**src/rtl/core/bra_pkg.sv**
```systemverilog
// ----------------------------------------------------------------------------
// Best rational approximation package
// Widths, reset value and sequencer interface types shared by the block.
// ----------------------------------------------------------------------------
package bra_pkg;

  localparam int unsigned FRAC_BITS  = 16;
  localparam int unsigned DENOM_BITS = 12;
  localparam int unsigned TIME_BITS  = 32;
  localparam int unsigned NUM_BITS   = 28;

  localparam int unsigned WHOLE_BITS = TIME_BITS - FRAC_BITS;
  localparam int unsigned ERR_BITS   = FRAC_BITS + DENOM_BITS;
  localparam int unsigned DIST_BITS  = ERR_BITS + DENOM_BITS;

  localparam int unsigned MA_BASE    = (ERR_BITS > WHOLE_BITS) ? ERR_BITS : WHOLE_BITS;
  localparam int unsigned MA_BITS    = ((MA_BASE > NUM_BITS) ? MA_BASE : NUM_BITS) + 1;
  localparam int unsigned PROD_BITS  = MA_BITS + DENOM_BITS + 1;

  localparam int unsigned MAX_DENOM_RESET = 16;

  typedef struct packed {
    logic start;
    logic take;
  } seq_ctl_t;

  typedef struct packed {
    logic busy;
    logic done;
  } seq_sts_t;

endpackage

```
**src/rtl/core/bra_mul.sv**
```systemverilog
// ----------------------------------------------------------------------------
// Shared multiplier
// Signed operand times unsigned denominator, used by every sequencer step.
// ----------------------------------------------------------------------------
module bra_mul
  import bra_pkg::*;
(
  input  logic signed [MA_BITS-1:0]    a_i,
  input  logic        [DENOM_BITS-1:0] b_i,
  output logic signed [PROD_BITS-1:0]  p_o
);

  logic signed [DENOM_BITS:0] b_s;

  assign b_s = $signed({1'b0, b_i});
  assign p_o = a_i * b_s;

endmodule

```
**src/rtl/core/bra_seq.sv**
```systemverilog
// ----------------------------------------------------------------------------
// Mediant search sequencer
// Runs the search, the distance compare and the numerator fix-up on the
// shared multiplier, one step per cycle.
// ----------------------------------------------------------------------------
module bra_seq
  import bra_pkg::*;
(
  input  logic                  clk_i,
  input  logic                  rst_ni,
  input  seq_ctl_t              ctl_i,
  output seq_sts_t              sts_o,
  input  logic [TIME_BITS-1:0]  beat_time_i,
  input  logic [DENOM_BITS-1:0] max_denom_i,
  output logic [NUM_BITS-1:0]   num_o,
  output logic [DENOM_BITS-1:0] den_o
);

  typedef enum logic [2:0] {
    ST_IDLE, ST_SEARCH, ST_ERR_B, ST_ERR_A, ST_DIST_B, ST_DIST_A, ST_NUMER, ST_DONE
  } state_e;

  state_e                  state_q;
  logic [FRAC_BITS-1:0]    frac_q;
  logic [WHOLE_BITS-1:0]   whole_q;
  logic [DENOM_BITS-1:0]   na_q, da_q, nb_q, db_q;
  logic [ERR_BITS-1:0]     eb_q, ea_q;
  logic [DIST_BITS-1:0]    distb_q;
  logic [DENOM_BITS-1:0]   nsel_q, dsel_q;
  logic [NUM_BITS-1:0]     num_q;

  logic [DENOM_BITS:0]     dsum;
  logic [DENOM_BITS-1:0]   dc, nc;
  logic [ERR_BITS-1:0]     nc_scaled, na_scaled, nb_scaled;
  logic signed [MA_BITS-1:0]   mul_a;
  logic [DENOM_BITS-1:0]       mul_b;
  logic signed [PROD_BITS-1:0] mul_p;
  logic [ERR_BITS-1:0]     prod_err;
  logic [DIST_BITS-1:0]    prod_dist;
  logic [NUM_BITS-1:0]     prod_num;
  logic                    go_on, lt, hit;

  assign dsum      = {1'b0, da_q} + {1'b0, db_q};
  assign dc        = dsum[DENOM_BITS-1:0];
  assign nc        = na_q + nb_q;
  assign nc_scaled = {nc, {FRAC_BITS{1'b0}}};
  assign na_scaled = {na_q, {FRAC_BITS{1'b0}}};
  assign nb_scaled = {nb_q, {FRAC_BITS{1'b0}}};

  // Operand selection for the shared multiplier
  always_comb begin
    mul_a = $signed({{(MA_BITS-FRAC_BITS){1'b0}}, frac_q});
    mul_b = dc;
    case (state_q)
      ST_ERR_B:  mul_b = db_q;
      ST_ERR_A:  mul_b = da_q;
      ST_DIST_B: begin
        mul_a = $signed({{(MA_BITS-ERR_BITS){1'b0}}, eb_q});
        mul_b = da_q;
      end
      ST_DIST_A: begin
        mul_a = $signed({{(MA_BITS-ERR_BITS){1'b0}}, ea_q});
        mul_b = db_q;
      end
      ST_NUMER: begin
        mul_a = $signed({{(MA_BITS-WHOLE_BITS){whole_q[WHOLE_BITS-1]}}, whole_q});
        mul_b = dsel_q;
      end
      default: ;
    endcase
  end

  bra_mul u_mul (
    .a_i (mul_a),
    .b_i (mul_b),
    .p_o (mul_p)
  );

  assign prod_err  = mul_p[ERR_BITS-1:0];
  assign prod_dist = mul_p[DIST_BITS-1:0];
  assign prod_num  = mul_p[NUM_BITS-1:0];

  assign go_on = (dsum <= {1'b0, max_denom_i});
  assign lt    = (prod_err < nc_scaled);
  // Lower bound unchanged: it can only equal the fraction when that is zero
  assign hit   = lt ? (frac_q == '0) : (prod_err == nc_scaled);

  always_ff @(posedge clk_i or negedge rst_ni) begin
    if (!rst_ni) begin
      state_q <= ST_IDLE;
      frac_q  <= '0;
      whole_q <= '0;
      na_q    <= '0;
      da_q    <= '0;
      nb_q    <= '0;
      db_q    <= '0;
      eb_q    <= '0;
      ea_q    <= '0;
      distb_q <= '0;
      nsel_q  <= '0;
      dsel_q  <= '0;
      num_q   <= '0;
    end else begin
      case (state_q)
        ST_IDLE: begin
          if (ctl_i.start) begin
            frac_q  <= beat_time_i[FRAC_BITS-1:0];
            whole_q <= beat_time_i[TIME_BITS-1:FRAC_BITS];
            na_q    <= '0;
            da_q    <= DENOM_BITS'(1);
            nb_q    <= DENOM_BITS'(1);
            db_q    <= DENOM_BITS'(1);
            state_q <= ST_SEARCH;
          end
        end
        ST_SEARCH: begin
          if (!go_on) begin
            state_q <= ST_ERR_B;
          end else begin
            if (lt) begin
              nb_q <= nc;
              db_q <= dc;
            end else begin
              na_q <= nc;
              da_q <= dc;
            end
            if (hit) begin
              state_q <= ST_ERR_B;
            end
          end
        end
        ST_ERR_B: begin
          eb_q    <= nb_scaled - prod_err;
          state_q <= ST_ERR_A;
        end
        ST_ERR_A: begin
          ea_q    <= prod_err - na_scaled;
          state_q <= ST_DIST_B;
        end
        ST_DIST_B: begin
          distb_q <= prod_dist;
          state_q <= ST_DIST_A;
        end
        ST_DIST_A: begin
          // Ties go to the lower bound
          if (distb_q < prod_dist) begin
            nsel_q <= nb_q;
            dsel_q <= db_q;
          end else begin
            nsel_q <= na_q;
            dsel_q <= da_q;
          end
          state_q <= ST_NUMER;
        end
        ST_NUMER: begin
          num_q   <= prod_num + {{(NUM_BITS-DENOM_BITS){1'b0}}, nsel_q};
          state_q <= ST_DONE;
        end
        ST_DONE: begin
          if (ctl_i.take) begin
            state_q <= ST_IDLE;
          end
        end
        default: state_q <= ST_IDLE;
      endcase
    end
  end

  assign sts_o.busy = (state_q != ST_IDLE);
  assign sts_o.done = (state_q == ST_DONE);
  assign num_o      = num_q;
  assign den_o      = dsel_q;

endmodule

```
**src/rtl/core/best_rational_approximation.sv**
```systemverilog
// ----------------------------------------------------------------------------
// Best rational approximation
// Nearest fraction with bounded denominator to a signed fixed-point time.
// ----------------------------------------------------------------------------
// Usage:
//   Input channel (in_valid_i / in_stall_o) carries one beat_time request, a
//   signed time with FRAC_BITS fraction bits. Output channel (out_valid_o /
//   out_stall_i) returns numerator and denominator of the nearest fraction
//   whose denominator does not exceed the larger of max_denominator and one, floor included.
//   The configuration channel (cfg_valid_i / cfg_ready_o) writes
//   max_denominator; write it only while no request is in flight.
//   Sequence: the search loop takes mediant steps until the denominator
//   limit would be passed or an exact hit is found; then come the two
//   errors, the two distances with the choice of bound, the numerator and
//   the hand-over to out_valid_o. The shared multiplier is used once per step.
//   Throughput: one request at a time; in_stall_o stays high from accept
//   until the result has moved into the output register.
//   Reset clears the sequencer and the output valid, and loads
//   max_denominator with 16.
//   A stalled receiver holds the result in the output register; a further
//   request may run meanwhile and then waits in the sequencer.
// ----------------------------------------------------------------------------
module best_rational_approximation
  import bra_pkg::*;
(
  input  logic                         clk_i,
  input  logic                         rst_ni,
  // Configuration write
  input  logic                         cfg_valid_i,
  output logic                         cfg_ready_o,
  input  logic [DENOM_BITS-1:0]        cfg_data_i,
  // Request channel
  input  logic                         in_valid_i,
  output logic                         in_stall_o,
  input  logic signed [TIME_BITS-1:0]  beat_time_i,
  // Result channel
  output logic                         out_valid_o,
  input  logic                         out_stall_i,
  output logic signed [NUM_BITS-1:0]   numerator_o,
  output logic [DENOM_BITS-1:0]        denominator_o
);

  logic [DENOM_BITS-1:0] max_denom_q;
  logic                  out_valid_q;
  logic [NUM_BITS-1:0]   num_q;
  logic [DENOM_BITS-1:0] den_q;

  seq_ctl_t              seq_ctl;
  seq_sts_t              seq_sts;
  logic [NUM_BITS-1:0]   seq_num;
  logic [DENOM_BITS-1:0] seq_den;
  logic                  load;

  // Configuration is always taken; the sequencer is idle by contract
  assign cfg_ready_o = 1'b1;

  always_ff @(posedge clk_i or negedge rst_ni) begin
    if (!rst_ni) begin
      max_denom_q <= DENOM_BITS'(MAX_DENOM_RESET);
    end else if (cfg_valid_i && cfg_ready_o) begin
      max_denom_q <= cfg_data_i;
    end
  end

  // Stall requests while the sequencer holds one
  assign in_stall_o    = seq_sts.busy;
  assign seq_ctl.start = in_valid_i && !seq_sts.busy;

  // Move the finished result into the output register when it is free
  assign load         = seq_sts.done && (!out_valid_q || !out_stall_i);
  assign seq_ctl.take = load;

  bra_seq u_seq (
    .clk_i       (clk_i),
    .rst_ni      (rst_ni),
    .ctl_i       (seq_ctl),
    .sts_o       (seq_sts),
    .beat_time_i (beat_time_i),
    .max_denom_i (max_denom_q),
    .num_o       (seq_num),
    .den_o       (seq_den)
  );

  always_ff @(posedge clk_i or negedge rst_ni) begin
    if (!rst_ni) begin
      out_valid_q <= 1'b0;
      num_q       <= '0;
      den_q       <= '0;
    end else if (load) begin
      out_valid_q <= 1'b1;
      num_q       <= seq_num;
      den_q       <= seq_den;
    end else if (out_valid_q && !out_stall_i) begin
      // Drop the result once taken
      out_valid_q <= 1'b0;
    end
  end

  assign out_valid_o   = out_valid_q;
  assign numerator_o   = $signed(num_q);
  assign denominator_o = den_q;

endmodule

```
**config.mk**
```make
export PLATFORM = sky130hd
export DESIGN_NAME = best_rational_approximation
export DESIGN_NICKNAME = d
export VERILOG_FILES = /design/src/rtl/core/bra_pkg.sv /design/src/rtl/core/bra_mul.sv /design/src/rtl/core/bra_seq.sv /design/src/rtl/core/best_rational_approximation.sv
export SDC_FILE = /design/constraint.sdc
export NUM_CORES = 2
export LEC_CHECK = 0
export ABC_AREA = 1
export BUFFER_PORTS_ARGS = -buffer_cell sky130_fd_sc_hd__buf_4
export CAP_MARGIN = 20
export CORE_MARGIN = 3
export CORE_UTILIZATION = 58
export DETAILED_ROUTE_END_ITERATION = 12
export PLACE_DENSITY = 0.75
export SETUP_SLACK_MARGIN = 0.02
export SLEW_MARGIN = 10
export SYNTH_ARGS = -nofsm -noshare
export SYNTH_HDL_FRONTEND = slang
export SYNTH_HIERARCHICAL = 1
export SYNTH_SLANG_ARGS = --single-unit
```
**constraint.sdc**
```tcl
create_clock -name clk_i -period 8.8 [get_ports clk_i]
set_input_delay 0.88 -clock clk_i [delete_from_list [all_inputs] [get_ports clk_i]]
set_output_delay 0.88 -clock clk_i [all_outputs]
set_load 0.05 [all_outputs]
```
# Word level (Yosys, flattened, before mapping)
# Cells that the tools add are included.
totals:
  reg_bits: 284
  wordCells: 84
classes:
  mux: 26
  eq_ne: 14
  n_mul: 1
  n_lt_le_gt_ge: 3
  n_addsub: 5
  n_reduce_logical: 18
ops:
  columns: ["op", "n"]
  rows:
  - ["two-way mux 12 bit", 12]
  - ["case mux 12 bit (2 select lines)", 4]
  - ["case mux 29 bit (3 select lines)", 1]
  - ["subtractor 28 bit", 2]
  - ["< comparator 40 bit", 1]
  - ["multiplier 29 x 13 -> 40 bit", 1]
  - ["case mux 12 bit (3 select lines)", 1]
  - ["adder 28 x 12 -> 28 bit", 1]
  - ["equality test 28 bit", 1]
  - ["< comparator 28 bit", 1]
  - ["case mux 3 bit (8 select lines)", 1]
  - ["zero test 16 bit", 1]
  - ["adder 12 x 12 -> 13 bit", 1]
  - ["less-or-equal comparator 13 x 12 -> 1 bit", 1]
  - ["adder 12 bit", 1]
  - ["equality test 3 bit (second input constant)", 4]
  - ["two-way mux 3 bit", 4]
  - ["AND reduction 4 bit", 2]
  - ["equality test 3 x 2 -> 1 bit (second input constant)", 2]
  - ["inequality test 2 x 1 -> 1 bit (second input constant)", 3]
  - ["inequality test 2 bit (second input constant)", 2]
  - ["nonzero test 2 bit", 2]
  - ["OR reduction 2 bit", 2]
  - ["equality test 3 x 1 -> 1 bit (second input constant)", 1]
  - ["other kinds (9)", 15]

# Longest topological paths before layout
depth:
  depth_word: 9
  mapped_depth: 50

# Cells and area by module
# The synthesis kept the hierarchy.
by_module_without_submodules:
  columns: ["mod", "area_per_inst_um2", "n_inst", "cells_each", "seq_area_each_um2"]
  rows:
  - ["bra_seq", 15615.0, 1, 2103, 5780.5]
  - ["bra_mul", 13751.9, 1, 2028, 0.0]
  - ["best_rational_approximation", 2127.0, 1, 232, 1327.5]

# Worst setup path before layout
# No wires, ideal clock.
synth_timing:
  path_type: "flip-flop to flip-flop"
  start: "register u_seq.da_q[0]"
  end: "register u_seq.dsel_q[10], in the netlist u_seq/den_o[10]"
  n_path_buf: 3
  setup_slack_ns: 0.843
  period_less_slack_ns: 7.957
  path_stages_with_launch: 41
  arrival_ns: 7.839
  path_cell_list: "dfrtp_1 -> ha_1 -> fa_1 -> a21oi_4 -> o21ai_0 -> xor2_1 -> o21ai_1 -> clkbuf_1 -> buf_1 -> nand2_1 -> fa_1 -> fa_1 -> inv_1 -> fa_1 -> fa_1 -> inv_1 -> fa_1 -> inv_1 -> [5 not listed] -> nand2_1 -> nand3b_1 -> nand2_1 -> inv_1 -> nor2_1 -> inv_1 -> ha_1 -> nand2_1 -> inv_1 -> nand2_1 -> nand2_1 -> nand2_1 -> nand3_1 -> a21oi_2 -> clkbuf_1 -> nand4_1 -> nand3_1 -> nand2_1"
synth_via:
  elab_chain_cells: 5
synth_lines:
  columns: ["item", "line_no", "rtl"]
  rows:
  - ["start: declaration", "bra_seq.sv:26", "logic [DENOM_BITS-1:0] na_q, da_q, nb_q, db_q;"]
  - ["start signal: assignment", "bra_seq.sv:94", "da_q <= '0;"]
  - ["start signal: assignment", "bra_seq.sv:110", "da_q <= DENOM_BITS'(1);"]
  - ["start signal: assignment", "bra_seq.sv:125", "da_q <= dc;"]
  - ["adder 12 x 12 -> 13 bit", "bra_seq.sv:43", "assign dsum = {1'b0, da_q} + {1'b0, db_q};"]
  - ["case mux 12 bit (3 select lines)", "bra_seq.sv:54", "case (state_q)"]
  - ["net u_seq.mul_b[6]", "bra_seq.sv:36", "logic [DENOM_BITS-1:0] mul_b;"]
  - ["multiplier 29 x 13 -> 40 bit", "bra_mul.sv:16", "assign p_o = a_i * b_s;"]
  - ["net u_seq.mul_p[27]", "bra_seq.sv:37", "logic signed [PROD_BITS-1:0] mul_p;"]
  - ["< comparator 40 bit", "bra_seq.sv:146", "if (distb_q < prod_dist) begin"]
  - ["two-way mux 12 bit", "bra_seq.sv:146", null]
  - ["end signal: assignment", "bra_seq.sv:148", "dsel_q <= db_q;"]
  - ["end signal: assignment", "bra_seq.sv:151", "dsel_q <= da_q;"]
  - ["end: declaration", "bra_seq.sv:29", "logic [DENOM_BITS-1:0] nsel_q, dsel_q;"]
# The timed path passes the listed nets, and every way through them passes these cells.
# A chain may end at the register's enable or synchronous reset.

# Final worst setup path
layout_timing:
  start: "register u_seq.state_q[1]"
  end: "register u_seq.dsel_q[9], in the netlist u_seq/den_o[9]"
layout_via:
  elab_chain_cells: 6
layout_lines:
  columns: ["item", "line_no", "rtl"]
  rows:
  - ["start: declaration", "bra_seq.sv:23", "state_e state_q;"]
  - ["start signal: assignment", "bra_seq.sv:90", "state_q <= ST_IDLE;"]
  - ["start signal: assignment", "bra_seq.sv:113", "state_q <= ST_SEARCH;"]
  - ["start signal: assignment", "bra_seq.sv:118", "state_q <= ST_ERR_B;"]
  - ["equality test 3 x 2 -> 1 bit / equality test 3 bit (equally long branches)", "bra_seq.sv:54", null]
  - ["OR reduction 2 bit (no source line)", null, null]
  - ["case mux 12 bit (3 select lines) (*)", "bra_seq.sv:54", null]
  - ["net u_seq.mul_b[7]", "bra_seq.sv:36", null]
  - ["multiplier 29 x 13 -> 40 bit (*)", "bra_mul.sv:16", null]
  - ["net u_seq.mul_p[13]", "bra_seq.sv:37", null]
  - ["< comparator 40 bit (*)", "bra_seq.sv:146", null]
  - ["two-way mux 12 bit (*)", "bra_seq.sv:146", null]
# Mark *: on every way through the listed nets, which the timed path passes. The rest lies on a longest branch.

==> run summary <==
status: complete, no violations
DRC violations left: 0
DRT Pass-1 Iters: 7
DP Area: 32900 sq um
clock latency at the later pin of the worst-skew pair: 0.58 ns
Initial Util: 58.9%
PnR worst setup slack: 0.254 ns
max_slew headroom: 34.9%
Iteration-0 DRC Markers: 2801
via count: 27900
critical path capture point type: register
Die Span Y: 237 microns
number of global-route vias before repair: 27000
max frequency: 117 MHz
Final nets: 4979
vias per inst: 5.45
routed length on met2: 43.3 mm
core area: 52800 sq um
worst stage delay on the critical path: 0.58 ns
antenna-violating nets left: 0
Hold Crit Class: input pin to async pin
H-tree lvl count: 1
chip width: 237 microns
final WL: 95.2 mm
area of the die: 56400 sq um
Max FO, Critical Path: 13
synthesized area: 31100 sq um
CP Launch Point: u_seq/state_q[1]
Syn Nets: 4851
CTS sink count: 284
dpl ws: -0.0267 ns
Critical R2R Launch: u_seq/state_q[1]
Top Layer Used: met5
filler cell count: 4589
critical path class: register to register
Buffers on Ports: 90
num rows: 84
hold_buf cts: 0
final hold vios: 0
clock skew: 0.0239 ns
final setup TNS: 0 ns
CTS root buf: clkbuf_16
Worst-Margin Slew: 0.976 ns
Wirelength per Cell: 18.6 microns
CTS tree: yes
HPWL Detailed: 70.5 mm
dpl cells: 5011
Reg2Reg Setup Slack: 0.25 ns
Final Wtd Congestion: 0.973
CP endpoint: u_seq/den_o[9]
max cap viols: 0
Reg2Reg Depth: 41
final setup vio count: 0
most frequent cell on the critical path: inv_1
Synth Area per Inst: 7.26 sq um
largest net degree at the start of global routing: 93
clk buf depth: 3
Syn-to-layout area delta: 13.0%
reg-to-reg critical path endpoint: u_seq/den_o[9]
CP arrival: 9.01 ns
I/O pin count: 92
YS warnings: 6
Antenna Cells: 0
Crit-path slowest cell: fa_1
clock transition at the registers of the reported paths: 0.06 ns
critical path required time: 9.26 ns
CTS buffer count: 30
initial antenna violation count: 1
Final Instance Count excl. Fillers: 5116
first-pass GRT wire length: 145 mm
Synth Instances: 4278
Max Slew Vio Count: 0
crit path time final: 8.55 ns
fin area: 35100 sq um
Startpoint Class: register
layout cell share with drive strength beyond 1: 10.7%
wire length on met3: 7.90 mm
Final Cycle Share: 97.1%
total global-route track usage: 32.3%
gr ovfl total: 0
Met1 Routed Length: 39.4 mm
per-layer routing:
| layer | GRT usage (%) | vias up |
|---|---|---|
| met5 | 0 | - |
| met4 | 12.3 | 2 |
| met3 | 3.63 | 235 |
| met2 | 52.1 | 1148 |
| met1 | 45.4 | 13300 |
| li1 | - | 13200 |
timing repair:
item,4_1_cts,5_1_grt
endpoints found under the setup margin,24,90
pin swaps,0,29
gates resized for setup,5,113
buffers inserted,1,31
cloned,0,17
layout by cell type, fill, tap and decap left out, drive strengths merged, types with 4 or more instances in the layout:
cell    count
o21bai     22
o21ai     155
o22ai      12
a21oi     106
fa        309
a221o       9
nand2    1345
nand4     108
mux2       26
nor3       27
a31oi      11
o211ai      6
or2         7
a22oi       4
nand3     194
nor2      202
dfrtp     283
xor2       43
o21a        6
buf       234
ha        215
clkinv      6
a21o        4
clkbuf     60
xnor2      15
nand3b      6
inv       987
critical path: cells and delay by family (launching register included):
family | cells | cell delay [ns]
adders and majority gates | 8 | 3.48
and+or+nand+nor | 15 | 1.98
buffers and inverters | 13 | 1.38
AOI/OAI and AO/OA | 4 | 0.79
xor gates and xnor gates | 1 | 0.38
DFF | 1 | 0.37
worst min-delay path by stage:
stage,to,depth (start not counted)
finish,numerator_o[11],1
global route,numerator_o[11],1
CTS,numerator_o[5],1
detailed placement,numerator_o[25],2
global placement,numerator_o[21],2
floorplan,u_seq/eb_q[1],2
metrics by stage:
step	hold WS (ns)	utilization [%]
6_report	0.316	66.6
5_1_grt	0.364	66.6
4_1_cts	0.346	64.4
3_5_place_dp	0.459	62.4
3_3_place_gp	0.455	62.4
2_1_floorplan	0.442	-
sequential cells by signal (all words and copies together), names as in the netlist:
| signal | count |
|---|---|
| u_seq/num_o | 28 |
| u_seq/den_o | 12 |
| u_seq/nsel_q | 12 |
| out_valid_o | 1 |
| u_seq/frac_q | 16 |
| u_seq/distb_q | 40 |
| max_denom_q | 12 |
| u_seq/eb_q | 28 |
| denominator_o | 12 |
| u_seq/whole_q | 16 |
| numerator_o | 28 |
| u_seq/ea_q | 28 |
| u_seq/state_q | 3 |
| u_seq/db_q | 12 |
| u_seq/na_q | 12 |
| u_seq/da_q | 12 |
| u_seq/nb_q | 12 |
layout make-up:
class | count | area (sq um) | area share [%]
Clock buffer | 46 | 882 | 2.51
Inverter | 990 | 3730 | 10.6
Tap cell | 688 | 861 | 2.45
Timing Repair Buffer | 248 | 2410 | 6.86
Sequential cell | 284 | 7110 | 20.2
Multi-Input combinational cell | 2852 | 20000 | 57.0
Clock inverter | 8 | 123 | 0.349
Power is left out: the tool's default activity adds up to more than one toggle a clock period on the data nets, which glitch-free logic cannot reach.
